**src/ale_pkg.sv**
```systemverilog
package ale_pkg;

   // Widths of the item fields.
   localparam int CMD_W   = 3;
   localparam int DATA_W  = 32;
   localparam int POS_W   = 4;
   localparam int ROT_W   = 8;
   localparam int STAT_W  = 2;
   localparam int FIDX_W  = 3;
   localparam int LLEN_W  = 4;

   // Bit counter of the rotate remainder unit.
   localparam int ROT_CNT_W = $clog2(ROT_W);

   // Default list capacity.
   localparam int CAPACITY_DEF = 8;

   // Result status codes.
   localparam logic [STAT_W-1:0] STAT_OK    = STAT_W'(0);
   localparam logic [STAT_W-1:0] STAT_FULL  = STAT_W'(1);
   localparam logic [STAT_W-1:0] STAT_EMPTY = STAT_W'(2);
   localparam logic [STAT_W-1:0] STAT_RANGE = STAT_W'(3);

   typedef enum logic [CMD_W-1:0] {
      CMD_INS_FRONT = 3'd0,
      CMD_INS_END   = 3'd1,
      CMD_INS_AT    = 3'd2,
      CMD_DEL_FRONT = 3'd3,
      CMD_DEL_END   = 3'd4,
      CMD_DEL_AT    = 3'd5,
      CMD_SEARCH    = 3'd6,
      CMD_ROTATE    = 3'd7
   } cmd_type;

   typedef enum logic [1:0] {
      OP_INS,
      OP_DEL,
      OP_SRCH,
      OP_ROT
   } op_type;

   typedef enum logic [2:0] {
      S_IDLE,
      S_MOD,
      S_WALK,
      S_FINAL,
      S_RESP
   } state_type;

endpackage

```
**src/ale_ram.sv**
```systemverilog
module ale_ram #(
   parameter int WIDTH = 32,
   parameter int DEPTH = 16
) (
   input  logic                     clock,
   input  logic                     wr_en,
   input  logic [$clog2(DEPTH)-1:0] wr_addr,
   input  logic [WIDTH-1:0]         wr_data,
   input  logic [$clog2(DEPTH)-1:0] rd_addr,
   output logic [WIDTH-1:0]         rd_data
);

   logic [WIDTH-1:0] mem_ff [DEPTH];
   logic [WIDTH-1:0] rd_data_ff;

   always_ff @(posedge clock) begin
      if (wr_en) begin
         mem_ff[wr_addr] <= wr_data;
      end
      rd_data_ff <= mem_ff[rd_addr];
   end

   assign rd_data = rd_data_ff;

endmodule

```
**src/array_list_engine.sv**
```systemverilog
// Ordered list engine. The block keeps up to CAPACITY signed 32-bit entries
// in order, plus the current length, and takes one command per item: insert
// at the front, at the end or at a position, delete at the front, at the end
// or at a position (the removed value is returned), search for the first
// index that holds a key, or rotate the stored entries right by a count taken
// modulo the length. Every item gives exactly one result item carrying a
// status (ok, list full, list empty, position out of range), the search hit
// and its index, the removed value and the length after the command. Refused
// commands leave the list untouched. The entries live in one RAM with one
// write port and one registered read port, split into two banks of CAPACITY
// rounded up to a power of two words each; a rotate copies the list into the
// other bank and switches banks. The RAM needs no clearing pass, since only
// entries below the length are ever read. One item is handled at a time and
// the block is not ready while it works. The walk over the RAM moves one
// entry per cycle over the entries walked: the length minus the position
// for an insert or a delete, the whole list for a search or a rotate. A
// delete or a search gives its result when the walk ends; an insert then
// writes the new value into the gap, and a rotate works out a bit-serial
// remainder of the rotate count by the length before it walks. A refused
// command goes straight to its result. The result is held until it is
// taken, and the next item is accepted in the cycle after that.
module array_list_engine #(
   parameter int CAPACITY = ale_pkg::CAPACITY_DEF
) (
   input  logic                                  clock,
   input  logic                                  reset,
   input  logic                                  req_valid,
   output logic                                  req_ready,
   input  logic [ale_pkg::CMD_W-1:0]             req_command,
   input  logic signed [ale_pkg::DATA_W-1:0]     req_value,
   input  logic [ale_pkg::POS_W-1:0]             req_position,
   input  logic signed [ale_pkg::DATA_W-1:0]     req_search_key,
   input  logic [ale_pkg::ROT_W-1:0]             req_rotate_count,
   output logic                                  rsp_valid,
   input  logic                                  rsp_ready,
   output logic [ale_pkg::STAT_W-1:0]            rsp_status,
   output logic                                  rsp_found,
   output logic [ale_pkg::FIDX_W-1:0]            rsp_found_index,
   output logic signed [ale_pkg::DATA_W-1:0]     rsp_removed_value,
   output logic [ale_pkg::LLEN_W-1:0]            rsp_list_length
);

   import ale_pkg::*;

   // Index of one entry, the length (which can reach CAPACITY), and the RAM
   // address: the bank bit on top of the entry index.
   localparam int IDX_W  = $clog2(CAPACITY);
   localparam int LEN_W  = $clog2(CAPACITY + 1);
   localparam int ADDR_W = IDX_W + 1;
   localparam int WW     = LEN_W + POS_W;

   // Control state.
   state_type            state_ff, state_in;
   logic [LEN_W-1:0]     len_ff, len_in;
   logic                 bank_ff, bank_in;
   logic                 rd_vld_ff, rd_vld_in;

   // Item and walk registers.
   op_type               op_ff, op_in;
   logic [DATA_W-1:0]    value_ff, value_in;
   logic [DATA_W-1:0]    key_ff, key_in;
   logic [IDX_W-1:0]     pos_ff, pos_in;
   logic [IDX_W-1:0]     rd_idx_ff, rd_idx_in;
   logic [LEN_W-1:0]     rd_left_ff, rd_left_in;
   logic                 rd_dn_ff, rd_dn_in;
   logic [IDX_W-1:0]     wr_idx_ff, wr_idx_in;
   logic                 skip_ff, skip_in;
   logic [LEN_W-1:0]     rem_ff, rem_in;
   logic [ROT_W-1:0]     rot_ff, rot_in;
   logic [ROT_CNT_W-1:0] cnt_ff, cnt_in;

   // Result registers.
   logic [STAT_W-1:0]    status_ff, status_in;
   logic                 found_ff, found_in;
   logic [IDX_W-1:0]     fidx_ff, fidx_in;
   logic [DATA_W-1:0]    removed_ff, removed_in;

   // Decode of the incoming item against the current length.
   logic [STAT_W-1:0]    dec_status;
   op_type               dec_op;
   logic [IDX_W-1:0]     dec_p;
   logic [IDX_W-1:0]     dec_rd_idx;
   logic [LEN_W-1:0]     dec_left;
   logic                 dec_dn;
   logic [IDX_W-1:0]     dec_wr;

   // Sequencer outputs.
   logic                 accept;
   logic                 issue;
   logic                 arrive;
   logic                 walk_done;
   logic                 mod_last;

   // RAM port.
   logic                 wr_en;
   logic [ADDR_W-1:0]    wr_addr;
   logic [DATA_W-1:0]    wr_data;
   logic [ADDR_W-1:0]    rd_addr;
   logic [DATA_W-1:0]    rd_data;

   // Shared helpers.
   logic [LEN_W-1:0]     len_m1;
   logic [LEN_W:0]       rem_sh;
   logic [LEN_W:0]       rem_diff;
   logic [LEN_W-1:0]     rem_next;
   logic [IDX_W+FIDX_W-1:0] fidx_wide;
   logic [LEN_W+LLEN_W-1:0] len_wide;

   assign len_m1   = len_ff - LEN_W'(1);
   assign rem_sh   = {rem_ff, rot_ff[ROT_W-1]};
   assign rem_diff = rem_sh - {1'b0, len_ff};
   assign rem_next = (rem_sh >= {1'b0, len_ff}) ? rem_diff[LEN_W-1:0] : rem_sh[LEN_W-1:0];

   // Work out the status and the walk that the command needs.
   always_comb begin
      logic [WW-1:0] len_w;
      logic [WW-1:0] pos_w;
      logic [WW-1:0] p_w;
      logic          full;
      logic          empty;
      len_w      = {{POS_W{1'b0}}, len_ff};
      pos_w      = {{LEN_W{1'b0}}, req_position};
      full       = (len_ff == LEN_W'(CAPACITY));
      empty      = (len_ff == '0);
      p_w        = '0;
      dec_status = STAT_OK;
      dec_op     = OP_SRCH;
      dec_rd_idx = '0;
      dec_left   = len_ff;
      dec_dn     = 1'b0;
      dec_wr     = '0;
      unique case (cmd_type'(req_command)) inside
         CMD_INS_FRONT, CMD_INS_END, CMD_INS_AT: begin
            dec_op = OP_INS;
            if (cmd_type'(req_command) == CMD_INS_FRONT) begin
               p_w = '0;
            end else if (cmd_type'(req_command) == CMD_INS_END) begin
               p_w = len_w;
            end else begin
               p_w = pos_w;
            end
            if (full) begin
               dec_status = STAT_FULL;
            end else if (p_w > len_w) begin
               dec_status = STAT_RANGE;
            end
            // Entries from the top down to the position move up by one.
            dec_rd_idx = len_m1[IDX_W-1:0];
            dec_left   = len_ff - p_w[LEN_W-1:0];
            dec_dn     = 1'b1;
            dec_wr     = len_ff[IDX_W-1:0];
         end
         CMD_DEL_FRONT, CMD_DEL_END, CMD_DEL_AT: begin
            dec_op = OP_DEL;
            if (cmd_type'(req_command) == CMD_DEL_FRONT) begin
               p_w = '0;
            end else if (cmd_type'(req_command) == CMD_DEL_END) begin
               p_w = len_w - WW'(1);
            end else begin
               p_w = pos_w;
            end
            if (empty) begin
               dec_status = STAT_EMPTY;
            end else if (p_w >= len_w) begin
               dec_status = STAT_RANGE;
            end
            // The entry at the position is read out first, the ones above it
            // move down by one.
            dec_rd_idx = p_w[IDX_W-1:0];
            dec_left   = len_ff - p_w[LEN_W-1:0];
            dec_wr     = p_w[IDX_W-1:0];
         end
         CMD_SEARCH: begin
            dec_op = OP_SRCH;
         end
         CMD_ROTATE: begin
            dec_op = OP_ROT;
            if (empty) begin
               dec_status = STAT_EMPTY;
            end
         end
         default: begin
            dec_op = OP_SRCH;
         end
      endcase
      dec_p = p_w[IDX_W-1:0];
   end

   // Next state.
   always_comb begin
      state_in = state_ff;
      unique case (state_ff)
         S_IDLE: begin
            if (req_valid) begin
               if (dec_status != STAT_OK) begin
                  state_in = S_RESP;
               end else if (dec_op == OP_ROT) begin
                  state_in = S_MOD;
               end else begin
                  state_in = S_WALK;
               end
            end
         end
         S_MOD: begin
            if (mod_last) begin
               state_in = S_WALK;
            end
         end
         S_WALK: begin
            if (walk_done) begin
               state_in = (op_ff == OP_INS) ? S_FINAL : S_RESP;
            end
         end
         S_FINAL: begin
            state_in = S_RESP;
         end
         S_RESP: begin
            if (rsp_ready) begin
               state_in = S_IDLE;
            end
         end
         default: begin
            state_in = S_IDLE;
         end
      endcase
   end

   // Sequencer outputs.
   always_comb begin
      req_ready = 1'b0;
      rsp_valid = 1'b0;
      issue     = 1'b0;
      arrive    = 1'b0;
      walk_done = 1'b0;
      mod_last  = 1'b0;
      unique case (state_ff)
         S_IDLE: begin
            req_ready = 1'b1;
         end
         S_MOD: begin
            mod_last = (cnt_ff == ROT_CNT_W'(ROT_W - 1));
         end
         S_WALK: begin
            issue     = (rd_left_ff != '0);
            arrive    = rd_vld_ff;
            walk_done = (rd_left_ff == '0);
         end
         S_FINAL: begin
         end
         S_RESP: begin
            rsp_valid = 1'b1;
         end
         default: begin
         end
      endcase
   end

   assign accept  = req_valid && req_ready;
   assign rd_addr = {bank_ff, rd_idx_ff};

   // Datapath: one read and at most one write of the entry RAM per cycle.
   always_comb begin
      len_in     = len_ff;
      bank_in    = bank_ff;
      rd_vld_in  = issue;
      op_in      = op_ff;
      value_in   = value_ff;
      key_in     = key_ff;
      pos_in     = pos_ff;
      rd_idx_in  = rd_idx_ff;
      rd_left_in = rd_left_ff;
      rd_dn_in   = rd_dn_ff;
      wr_idx_in  = wr_idx_ff;
      skip_in    = skip_ff;
      rem_in     = rem_ff;
      rot_in     = rot_ff;
      cnt_in     = cnt_ff;
      status_in  = status_ff;
      found_in   = found_ff;
      fidx_in    = fidx_ff;
      removed_in = removed_ff;
      wr_en      = 1'b0;
      wr_addr    = {bank_ff, wr_idx_ff};
      wr_data    = rd_data;

      if (accept) begin
         op_in      = dec_op;
         value_in   = req_value;
         key_in     = req_search_key;
         pos_in     = dec_p;
         rd_idx_in  = dec_rd_idx;
         rd_left_in = dec_left;
         rd_dn_in   = dec_dn;
         wr_idx_in  = dec_wr;
         skip_in    = 1'b1;
         rem_in     = '0;
         rot_in     = req_rotate_count;
         cnt_in     = '0;
         status_in  = dec_status;
         found_in   = 1'b0;
         fidx_in    = '0;
         removed_in = '0;
      end

      // Remainder of the rotate count by the length, one bit per cycle.
      if (state_ff == S_MOD) begin
         rem_in = rem_next;
         rot_in = {rot_ff[ROT_W-2:0], 1'b0};
         cnt_in = cnt_ff + ROT_CNT_W'(1);
         if (mod_last) begin
            wr_idx_in = rem_next[IDX_W-1:0];
         end
      end

      if (issue) begin
         rd_idx_in  = rd_dn_ff ? (rd_idx_ff - IDX_W'(1)) : (rd_idx_ff + IDX_W'(1));
         rd_left_in = rd_left_ff - LEN_W'(1);
      end

      // Data read in the previous cycle arrives here.
      if (arrive) begin
         case (op_ff)
            OP_INS: begin
               wr_en     = 1'b1;
               wr_idx_in = wr_idx_ff - IDX_W'(1);
            end
            OP_DEL: begin
               if (skip_ff) begin
                  removed_in = rd_data;
                  skip_in    = 1'b0;
               end else begin
                  wr_en     = 1'b1;
                  wr_idx_in = wr_idx_ff + IDX_W'(1);
               end
            end
            OP_SRCH: begin
               if (!found_ff && (rd_data == key_ff)) begin
                  found_in = 1'b1;
                  fidx_in  = wr_idx_ff;
               end
               wr_idx_in = wr_idx_ff + IDX_W'(1);
            end
            default: begin
               // Rotate copies into the other bank, wrapping at the length.
               wr_en     = 1'b1;
               wr_addr   = {~bank_ff, wr_idx_ff};
               wr_idx_in = (wr_idx_ff == len_m1[IDX_W-1:0]) ? '0 : (wr_idx_ff + IDX_W'(1));
            end
         endcase
      end

      if (walk_done) begin
         if (op_ff == OP_DEL) begin
            len_in = len_ff - LEN_W'(1);
         end else if (op_ff == OP_ROT) begin
            bank_in = ~bank_ff;
         end
      end

      // The new value goes into the gap that the walk opened.
      if (state_ff == S_FINAL) begin
         wr_en   = 1'b1;
         wr_addr = {bank_ff, pos_ff};
         wr_data = value_ff;
         len_in  = len_ff + LEN_W'(1);
      end
   end

   always_ff @(posedge clock) begin
      if (reset) begin
         state_ff  <= S_IDLE;
         len_ff    <= '0;
         bank_ff   <= 1'b0;
         rd_vld_ff <= 1'b0;
      end else begin
         state_ff  <= state_in;
         len_ff    <= len_in;
         bank_ff   <= bank_in;
         rd_vld_ff <= rd_vld_in;
      end
   end

   always_ff @(posedge clock) begin
      op_ff      <= op_in;
      value_ff   <= value_in;
      key_ff     <= key_in;
      pos_ff     <= pos_in;
      rd_idx_ff  <= rd_idx_in;
      rd_left_ff <= rd_left_in;
      rd_dn_ff   <= rd_dn_in;
      wr_idx_ff  <= wr_idx_in;
      skip_ff    <= skip_in;
      rem_ff     <= rem_in;
      rot_ff     <= rot_in;
      cnt_ff     <= cnt_in;
      status_ff  <= status_in;
      found_ff   <= found_in;
      fidx_ff    <= fidx_in;
      removed_ff <= removed_in;
   end

   // Each bank spans the full entry index range, so every bank and index pair
   // is a valid address even when CAPACITY is not a power of two.
   ale_ram #(
      .WIDTH (DATA_W),
      .DEPTH (2 ** ADDR_W)
   ) u_ram (
      .clock   (clock),
      .wr_en   (wr_en),
      .wr_addr (wr_addr),
      .wr_data (wr_data),
      .rd_addr (rd_addr),
      .rd_data (rd_data)
   );

   // The result fields are masked to their port widths.
   assign fidx_wide         = {{FIDX_W{1'b0}}, fidx_ff};
   assign len_wide          = {{LLEN_W{1'b0}}, len_ff};
   assign rsp_status        = status_ff;
   assign rsp_found         = found_ff;
   assign rsp_found_index   = fidx_wide[FIDX_W-1:0];
   assign rsp_removed_value = removed_ff;
   assign rsp_list_length   = len_wide[LLEN_W-1:0];

`ifndef SYNTHESIS
   a_len_bound: assert property (@(posedge clock) disable iff (reset)
      len_ff <= LEN_W'(CAPACITY))
      else $error("list length above capacity");

   a_walk_bound: assert property (@(posedge clock) disable iff (reset)
      (state_ff == S_WALK) |-> (rd_left_ff <= len_ff))
      else $error("walk count exceeds list length");

   a_write_state: assert property (@(posedge clock) disable iff (reset)
      wr_en |-> ((state_ff == S_WALK) || (state_ff == S_FINAL)))
      else $error("entry write outside a walk");

   a_found_ok: assert property (@(posedge clock) disable iff (reset)
      (rsp_valid && rsp_found) |-> (rsp_status == STAT_OK))
      else $error("search hit reported with a failing status");
`endif

endmodule

```
**config.mk**
```make
export PLATFORM = sky130hd
export DESIGN_NAME = array_list_engine
export DESIGN_NICKNAME = d
export VERILOG_FILES = /design/src/ale_pkg.sv /design/src/ale_ram.sv /design/src/array_list_engine.sv
export SDC_FILE = /design/constraint.sdc
export NUM_CORES = 1
export LEC_CHECK = 0
export ABC_AREA = 1
export BUFFER_PORTS_ARGS = -buffer_cell sky130_fd_sc_hd__buf_2
export CORE_MARGIN = 8
export CORE_UTILIZATION = 61
export DETAILED_ROUTE_END_ITERATION = 12
export PLACE_DENSITY = 0.86
export SLEW_MARGIN = 0
export SYNTH_ARGS = -nofsm -noshare
export SYNTH_HDL_FRONTEND = slang
export SYNTH_SLANG_ARGS = --single-unit
```
**constraint.sdc**
```tcl
create_clock -name clock -period 4.06 [get_ports clock]
set_input_delay 0.406 -clock clock [delete_from_list [all_inputs] [get_ports clock]]
set_output_delay 0.406 -clock clock [all_outputs]
set_load 0.01 [all_outputs]
```
==> Implementation_results.wiki, run 1 <==
{| class="wikitable"
! Metric !! Value
|-
| Outcome || complete, no violations
|-
| Number of buffers created by CTS || 67
|-
| Number of synthesis warnings || 0
|-
| Number of max-slew violations in the final report || 0
|-
| Fin Setup TNS || 0 ns
|-
| CP Max Fanout || 11
|-
| Insertion delay to the later sink of the worst-skew pair || 0.60 ns
|-
| # diodes || 0
|-
| Setup-violating endpoint count in the final report || 0
|-
| Worst path arrival time || 3.48 ns
|-
| Number of rows created at floorplan || 78
|-
| RSZ-0062 raised after global routing || no
|-
| Slew at the pin closest to its max-slew limit || 1.24 ns
|-
| Post-synth EDFFs || 605
|-
| Number of instances in the placed design || 2,840
|-
| Via count || 20,027
|-
| Top layer used by detailed routing || met4
|-
| Worst slew margin relative to its limit || 17.1%
|-
| Total length of routed wires || 78.2 mm
|-
| Clock transition at the register clock pins on the worst setup and hold paths after CTS || 0.06 ns
|-
| Final hold viol count || 0
|-
| Maximum buffer depth of the clock tree || 3
|-
| Clock root buffer master || sky130_fd_sc_hd__clkbuf_16
|-
| IO buf count || 126
|-
| Start point of the worst hold path || req_value[10]
|-
| Count of max-cap constraint violations || 0
|-
| GRT overflow || 0
|-
| Placeable core area || 45,000 um^2
|-
| Peak supply drop || 0.844 mV
|-
| Clock net sink count || 687
|-
| Clock tree from TritonCTS || built
|-
| Fraction of synthesis flops using an asynchronous set or reset pin || 0%
|-
| Vertical die dimension || 229 um
|-
| Source of the worst register-to-register timing path || rsp_list_length[0]
|-
| Post-synth net total || 2,313
|-
| Number of instances in the synthesized netlist || 2,205
|-
| Area of the mapped netlist || 27,600 um^2
|-
| Detailed router's first-iteration violation count || 3,605
|-
| Setup slack, reg-to-reg || 0.92 ns
|-
| Non-Filler Instances || 3,016
|-
| Static leakage || 11.2 nW
|-
| Wire length of the first global-routing pass || 117 mm
|-
| Number of antenna violations at the first check in global routing || 1
|-
| Post-Synthesis Mean Instance Area || 12.5 um^2
|-
| Largest net degree at the start of global routing || 258
|-
| Most used standard cell by instance count after synthesis || sky130_fd_sc_hd__edfxtp_1
|-
| Flip-flop and latch count after synthesis || 687
|-
| Final weighted congestion of routability-driven global placement || 0.945
|-
| Share of layout cells above drive strength 1 || 13.2%
|-
| Share of the clock period used by the worst path || 77.4%
|-
| Worst-case setup margin in the final layout || 0.917 ns
|-
| Routed wire length per instance || 25.9 um
|-
| Chip width || 229 um
|-
| Clock skew || 0.0228 ns
|-
| Yosys top cell area share || 65.9%
|-
| Htree depth || 3
|-
| Worst-case hold path end point || value_ff[10]
|-
| Min cycle time layout || 3.14 ns
|-
| Data required time of the worst path || 4.39 ns
|-
| Path type of the worst setup path || reg2reg
|-
| Area contributors post-synth || sky130_fd_sc_hd__edfxtp_1 66%, sky130_fd_sc_hd__dfxtp_1 6.0%, sky130_fd_sc_hd__o21ai_0 5.2%
|-
| Final Total Pwr || 0.0212 W
|-
| Vias in the first global route || 19,878
|-
| Most common library cells after synthesis || 605 x sky130_fd_sc_hd__edfxtp_1, 307 x sky130_fd_sc_hd__nor2_1, 287 x sky130_fd_sc_hd__o21ai_0
|-
| Critical Path Source Type || flop
|-
| Crit path launch || rsp_list_length[0]
|-
| Final-stage net count || 2,472
|-
| Capturing point of the worst reg2reg path || rd_left_ff[3]
|-
| Vias per cell || 6.64
|-
| Kind of path behind the tightest hold check || in2reg
|-
| Crit. End Element || flop
|-
| Final-layout fill cell count || 2,717
|-
| Top FF cell, synth || sky130_fd_sc_hd__edfxtp_1
|-
| Met3 WL || 10.2 mm
|-
| Worst Reg-to-Reg Cells || 13
|-
| Synthesis-to-finish area growth || 14.4%
|-
| Total routed wire length on the met1 layer || 26.7 mm
|-
| Number of DRC violations after detailed routing || 0
|-
| Routed length on met2 || 36.8 mm
|-
| Sequential-to-total area share from yosys stat || 71.8%
|-
| Overall die area || 52,300 um^2
|-
| Worst hold path stage count || 1
|-
| Maximum frequency from static timing analysis || 318 MHz
|-
| Final ANT Viol Nets || 0
|-
| Power per cell area || 673 nW/um^2
|-
| Library cell with the largest summed area after synthesis || sky130_fd_sc_hd__edfxtp_1
|-
| Count of boundary I/O pins || 127
|-
| Total track usage || 28.9%
|-
| First-pass detailed-route iteration total || 6
|-
| Worst setup slack after placement || 1.04 ns
|-
| Number of different library cells in the post-synthesis netlist || 47
|-
| Starting Density || 61.3%
|-
| Total half-perimeter wirelength after legalization and detailed placement || 42.0 mm
|}
## state kept, by name, indices dropped and copies added (netlist names)
name               flops
bank_ff                1
cnt_ff                 3
key_ff                32
op_ff                  2
pos_ff                 3
rd_dn_ff               1
rd_idx_ff              3
rd_left_ff             4
rd_vld_ff              1
rem_ff                 4
rot_ff                 8
rsp_found              1
rsp_found_index        3
rsp_list_length        4
rsp_removed_value     32
rsp_status             2
skip_ff                1
state_ff               3
u_ram.mem_ff         512
u_ram.rd_data         32
value_ff              32
wr_idx_ff              3
## power by group
| group | switching (W) | internal [W] |
|---|---|---|
| sequential | 0.000492 | 0.00909 |
| combinational | 0.00417 | 0.00145 |
| clock | 0.00265 | 0.00336 |
| total | 0.00732 | 0.0139 |
## per-stage QoR
| step | util, % | cell area (um^2) | hold slack, ns |
|---|---|---|---|
| after detailed placement | 64.3 | 28900 | 0.460 |
| after global routing | 70.1 | 31500 | 0.00344 |
| after floorplan | - | 27600 | 0.425 |
| final | 70.1 | 31500 | 0.0115 |
| after global placement | 64.2 | 28900 | 0.436 |
| after CTS | 70.1 | 31500 | 0.000423 |
## per-layer routing
layer | GRT usage [%] | vias up
met2 | 46.6 | 1724
met4 | 15.7 | 0
li1 | - | 8392
met1 | 35.6 | 9559
met3 | 7.55 | 352
met5 | 0 | -
## kinds of logic (layout without fill, tap and decap cells)
group           after synthesis  in the layout  synth area share [%]
simple gates                716            716                  10.9
fa+ha+maj                    25             25                  1.22
xor+xnor                     31             31                 0.984
flops                       687            687                  71.8
buf+inv                     223            434                  3.40
compound gates              523            523                  11.7
## worst max path at each step
stage / end / slack (ns) / cells after the start
global placement: rd_left_ff[3] / 1.16 / 17
finish: rd_left_ff[3] / 0.92 / 13
detailed placement: rd_left_ff[3] / 1.04 / 13
CTS: rd_left_ff[3] / 0.96 / 13
floorplan: u_ram.mem_ff[2][0] / 1.06 / 10
global route: rd_left_ff[3] / 0.74 / 13
## layout make-up
class	instances	area [um^2]	area share [%]
Sequential cell	687	19800	62.8
Multi-Input combinational cell	1295	6960	22.0
Clock buffer	91	1860	5.89
Timing Repair Buffer	220	1590	5.03
Tap cell	600	751	2.38
Inverter	93	362	1.15
Clock inverter	30	221	0.702
## worst max-delay path: stages, from the launching register on
cell	delay, ns
sky130_fd_sc_hd__dfxtp_1	0.62
sky130_fd_sc_hd__inv_2	0.21
sky130_fd_sc_hd__ha_1	0.40
sky130_fd_sc_hd__inv_1	0.10
sky130_fd_sc_hd__o2111ai_1	0.39
sky130_fd_sc_hd__o21ai_0	0.18
sky130_fd_sc_hd__inv_1	0.12
sky130_fd_sc_hd__ha_1	0.23
sky130_fd_sc_hd__a31oi_1	0.21
sky130_fd_sc_hd__nand3_1	0.12
sky130_fd_sc_hd__nand3_1	0.11
sky130_fd_sc_hd__nand2_1	0.06
sky130_fd_sc_hd__nand2_1	0.07
sky130_fd_sc_hd__o21ai_1	0.07
## repair_timing
| item | in CTS | in global routing |
|---|---|---|
| gates resized for setup | 0 | 0 |
| buffers inserted | 0 | 0 |
| hold buffers | 54 | 1 |
| hold endpoints to repair | 54 | 1 |
## placed cells by master (no fill, tap or decap), drive strengths merged, types with 21 or more instances in the layout
master and n:
clkbuf 91, o211ai 31, o22ai 35, dlygate4sd3 55, edfxtp 605, a21oi 25, xor2 21, ha 22
nor2 315, o21ai 308, inv 93, dfxtp 82, o221ai 103, clkinv 28, buf 165, nand2 282
nand3 99
Note: power is estimated with default switching activity, not from simulation.
==> run 2: changes to the inputs <==
--- a/config.mk
+++ b/config.mk
@@ -5,12 +5,12 @@
 export SDC_FILE = /design/constraint.sdc
 export NUM_CORES = 1
 export LEC_CHECK = 0
-export ABC_AREA = 1
+export ABC_AREA = 0
 export BUFFER_PORTS_ARGS = -buffer_cell sky130_fd_sc_hd__buf_2
 export CORE_MARGIN = 8
-export CORE_UTILIZATION = 61
+export CORE_UTILIZATION = 55
 export DETAILED_ROUTE_END_ITERATION = 12
-export PLACE_DENSITY = 0.86
+export PLACE_DENSITY = 0.82
 export SLEW_MARGIN = 0
 export SYNTH_ARGS = -nofsm -noshare
 export SYNTH_HDL_FRONTEND = slang
==> constraint.sdc (replaced) <==
create_clock -name clock -period 2.8 [get_ports clock]
set_input_delay 0.28 -clock clock [delete_from_list [all_inputs] [get_ports clock]]
set_output_delay 0.28 -clock clock [all_outputs]
set_load 0.01 [all_outputs]
==> run 2 against run 1 <==
  * Worst setup slack lost 0.76 ns
  * Clock power grew 58%
  * Die area increased by 8.7%
  * Final area is 2.7% higher
  * Clock-buffer cell count increased by 3
  * Routed wire length down 7.1%
  * Sequential share of layout area decreased by 1.7 points
  * Via count down 20%
  * Non-clock buffer count rose by 52
  * Worst hold slack improved by 0.11 ns
  * Power rose by 20%
  * Critical path depth decreased by 7
  * Largest cell class unchanged
==> Implementation_results.wiki, run 2 <==
{| class="wikitable"
! Metric !! Value
|-
| Non-Filler Instances || 2,518
|-
| Commonest cells after routing, fill and taps aside || 605 x sky130_fd_sc_hd__edfxtp_1, 210 x sky130_fd_sc_hd__nand2_1, 160 x sky130_fd_sc_hd__mux4_2
|-
| Power per cell area || 786 nW/um^2
|-
| Most common library cells after synthesis || 605 x sky130_fd_sc_hd__edfxtp_1, 212 x sky130_fd_sc_hd__nand2_1, 160 x sky130_fd_sc_hd__mux4_2
|-
| Vias in the first global route || 16,272
|-
| Clock net sink count || 687
|-
| Total length of routed wires || 72.7 mm
|-
| Area taken by multi-input logic gates || 7070 um^2
|-
| Starting Density || 55.7%
|-
| Clock skew || 0.0241 ns
|-
| Final-stage net count || 1,902
|-
| Sequential-to-total area share from yosys stat || 72.8%
|-
| Total half-perimeter wirelength after legalization and detailed placement || 40.5 mm
|-
| Worst hold path stage count || 4
|-
| Register containing the most flip-flops in the final layout || u_ram.mem_ff
|-
| Total track usage || 25.6%
|-
| Vertical die dimension || 238 um
|-
| Slew at the pin closest to its max-slew limit || 1.10 ns
|-
| Vias per cell || 6.33
|-
| Most used standard cell by instance count after synthesis || sky130_fd_sc_hd__edfxtp_1
|-
| Capturing point of the worst reg2reg path || u_ram.mem_ff[3][31]
|-
| Setup-violating endpoint count in the final report || 0
|-
| Number of DRC violations after detailed routing || 0
|-
| Fraction of synthesis flops using an asynchronous set or reset pin || 0%
|-
| Chip width || 238 um
|-
| Flip-flop and latch count after synthesis || 687
|-
| Library cell with the largest summed area after synthesis || sky130_fd_sc_hd__edfxtp_1
|-
| Kind of path behind the tightest hold check || in2reg
|-
| Area contributors post-synth || sky130_fd_sc_hd__edfxtp_1 67%, sky130_fd_sc_hd__mux4_2 13%, sky130_fd_sc_hd__dfxtp_1 6.0%
|-
| Post-Synthesis Mean Instance Area || 17.8 um^2
|-
| Crit. End Element || flop
|-
| Largest net degree at the start of global routing || 71
|-
| Clock root buffer master || sky130_fd_sc_hd__clkbuf_16
|-
| IO buf count || 126
|-
| CP Max Fanout || 13
|-
| Routed wire length per instance || 28.9 um
|-
| Htree depth || 3
|-
| Placeable core area || 48,800 um^2
|-
| Maximum buffer depth of the clock tree || 3
|-
| Post-synth EDFFs || 605
|-
| Share of layout cells above drive strength 1 || 27.0%
|-
| Wire length of the first global-routing pass || 107 mm
|-
| Peak supply drop || 0.661 mV
|-
| Overall die area || 56,800 um^2
|-
| Clock transition at the register clock pins on the worst setup and hold paths after CTS || 0.06 ns
|-
| Via count || 15,951
|-
| GRT overflow || 0
|-
| Area of all sequential standard cells || 19,800 um^2
|-
| Critical Path Source Type || flop
|-
| Min cycle time layout || 2.64 ns
|-
| Top FF cell, synth || sky130_fd_sc_hd__edfxtp_1
|-
| Yosys top cell area share || 66.8%
|-
| Final weighted congestion of routability-driven global placement || 0.880
|-
| Setup slack, reg-to-reg || 0.16 ns
|-
| Share of the clock period used by the worst path || 94.4%
|-
| Source of the worst register-to-register timing path || state_ff[2]
|-
| Flip-flop count of the largest register after layout || 512
|-
| Count of boundary I/O pins || 127
|-
| Path type of the worst setup path || reg2reg
|-
| Static leakage || 11.0 nW
|-
| Post-synth net total || 1,635
|-
| Area of the mapped netlist || 27,200 um^2
|-
| Worst slew margin relative to its limit || 26.4%
|-
| First-pass detailed-route iteration total || 6
|-
| Detailed router's first-iteration violation count || 2,065
|-
| Clock tree from TritonCTS || built
|-
| Data required time of the worst path || 3.09 ns
|-
| Worst-case hold path end point || state_ff[2]
|-
| Outcome || complete, no violations
|-
| Synthesis-to-finish area growth || 19.2%
|-
| Count of buffers added by post-CTS timing repair for setup || 0
|-
| Number of antenna violations at the first check in global routing || 2
|-
| Count of max-cap constraint violations || 0
|-
| Most common cell after layout, fill and taps aside || sky130_fd_sc_hd__edfxtp_1
|-
| Number of different library cells in the post-synthesis netlist || 60
|-
| Final ANT Viol Nets || 0
|-
| Maximum frequency from static timing analysis || 378 MHz
|-
| Worst path arrival time || 2.93 ns
|-
| Final hold viol count || 0
|-
| Number of synthesis warnings || 0
|-
| Start point of the worst hold path || rsp_ready
|-
| Worst Reg-to-Reg Cells || 6
|-
| RSZ-0062 raised after global routing || yes
|-
| Number of instances in the synthesized netlist || 1,527
|-
| Final-layout fill cell count || 2,964
|-
| Hold_ws || 0.123 ns
|-
| Number of rows created at floorplan || 81
|-
| Number of buffers created by CTS || 69
|-
| Insertion delay to the later sink of the worst-skew pair || 0.62 ns
|-
| Number of max-slew violations in the final report || 0
|-
| Number of instances in the placed design || 2,314
|}
[run 2: repair_timing]
| item | 4_1_cts | 5_1_grt |
|---|---|---|
| gates resized for setup | 0 | 7 |
| hold buffers | 73 | 0 |
| endpoints found under the setup margin | 0 | 260 |
| endpoints found under the hold margin | 78 | 0 |
[run 2: logic make-up after synthesis]
logic type,synth area share (%)
muxes,13.7
AOI/OAI and AO/OA,3.40
xor gates and xnor gates,1.61
DFF,72.8
and+or+nand+nor,5.50
buffers and inverters,1.73
adders and majority gates,1.23
[run 2: worst max-delay path: stages (launching register included)]
cell                      delay, ns
sky130_fd_sc_hd__dfxtp_1       0.39
sky130_fd_sc_hd__nor2b_1       0.24
sky130_fd_sc_hd__and2_2        0.33
sky130_fd_sc_hd__mux2i_2       0.45
sky130_fd_sc_hd__nand2_1       0.37
sky130_fd_sc_hd__nor2_4        0.24
sky130_fd_sc_hd__buf_4         0.29
[run 2: layer usage]
| layer | vias to the layer above | wire [um] | track usage (%) |
|---|---|---|---|
| met4 | 0 | 2950 | 10.8 |
| met1 | 8050 | 25900 | 32.3 |
| met3 | 185 | 7640 | 5.96 |
| met5 | - | 0 | 0 |
| li1 | 6530 | - | - |
| met2 | 1186 | 36100 | 42.6 |
[run 2: report_power, final]
group | internal, W | switching (W)
clock network | 0.00555 | 0.00394
registers | 0.0121 | 0.000422
logic | 0.00138 | 0.00205
[run 2: final cells by class]
cell class,count,share of cell area (%)
clock buffer,94,5.84
sequential,687,61.1
clock inverter,34,1.34
inverter,26,0.309
antenna,3,0.0232
timing repair buffer,272,6.97
multi-input combinational,738,21.8
tap,664,2.56
[run 2: how the worst max path moves through the flow]
stage | startpoint | to | slack (ns)
2_1_floorplan | state_ff[1] | u_ram.mem_ff[13][0] | -0.39
6_report | state_ff[2] | u_ram.mem_ff[3][31] | 0.16
5_1_grt | rsp_list_length[0] | state_ff[2] | 0.01
3_5_place_dp | rsp_list_length[1] | rd_left_ff[3] | 0.11
4_1_cts | state_ff[0] | u_ram.mem_ff[3][29] | 0.004
3_3_place_gp | rsp_list_length[1] | rd_left_ff[3] | 0.12
[run 2: stage by stage]
stage	TNS, ns	utilization (%)	area (um^2)	total power, W	setup WS [ns]
3_5_place_dp	0	60.0	29300	0.0159	0.110
4_1_cts	0	66.3	32400	0.0255	0.00395
2_1_floorplan	-140.48	-	27200	0.0147	-0.393
3_3_place_gp	0	60.0	29300	0.0158	0.118
6_report	0	66.3	32400	0.0255	0.155
5_1_grt	0	66.3	32400	0.0261	0.0134
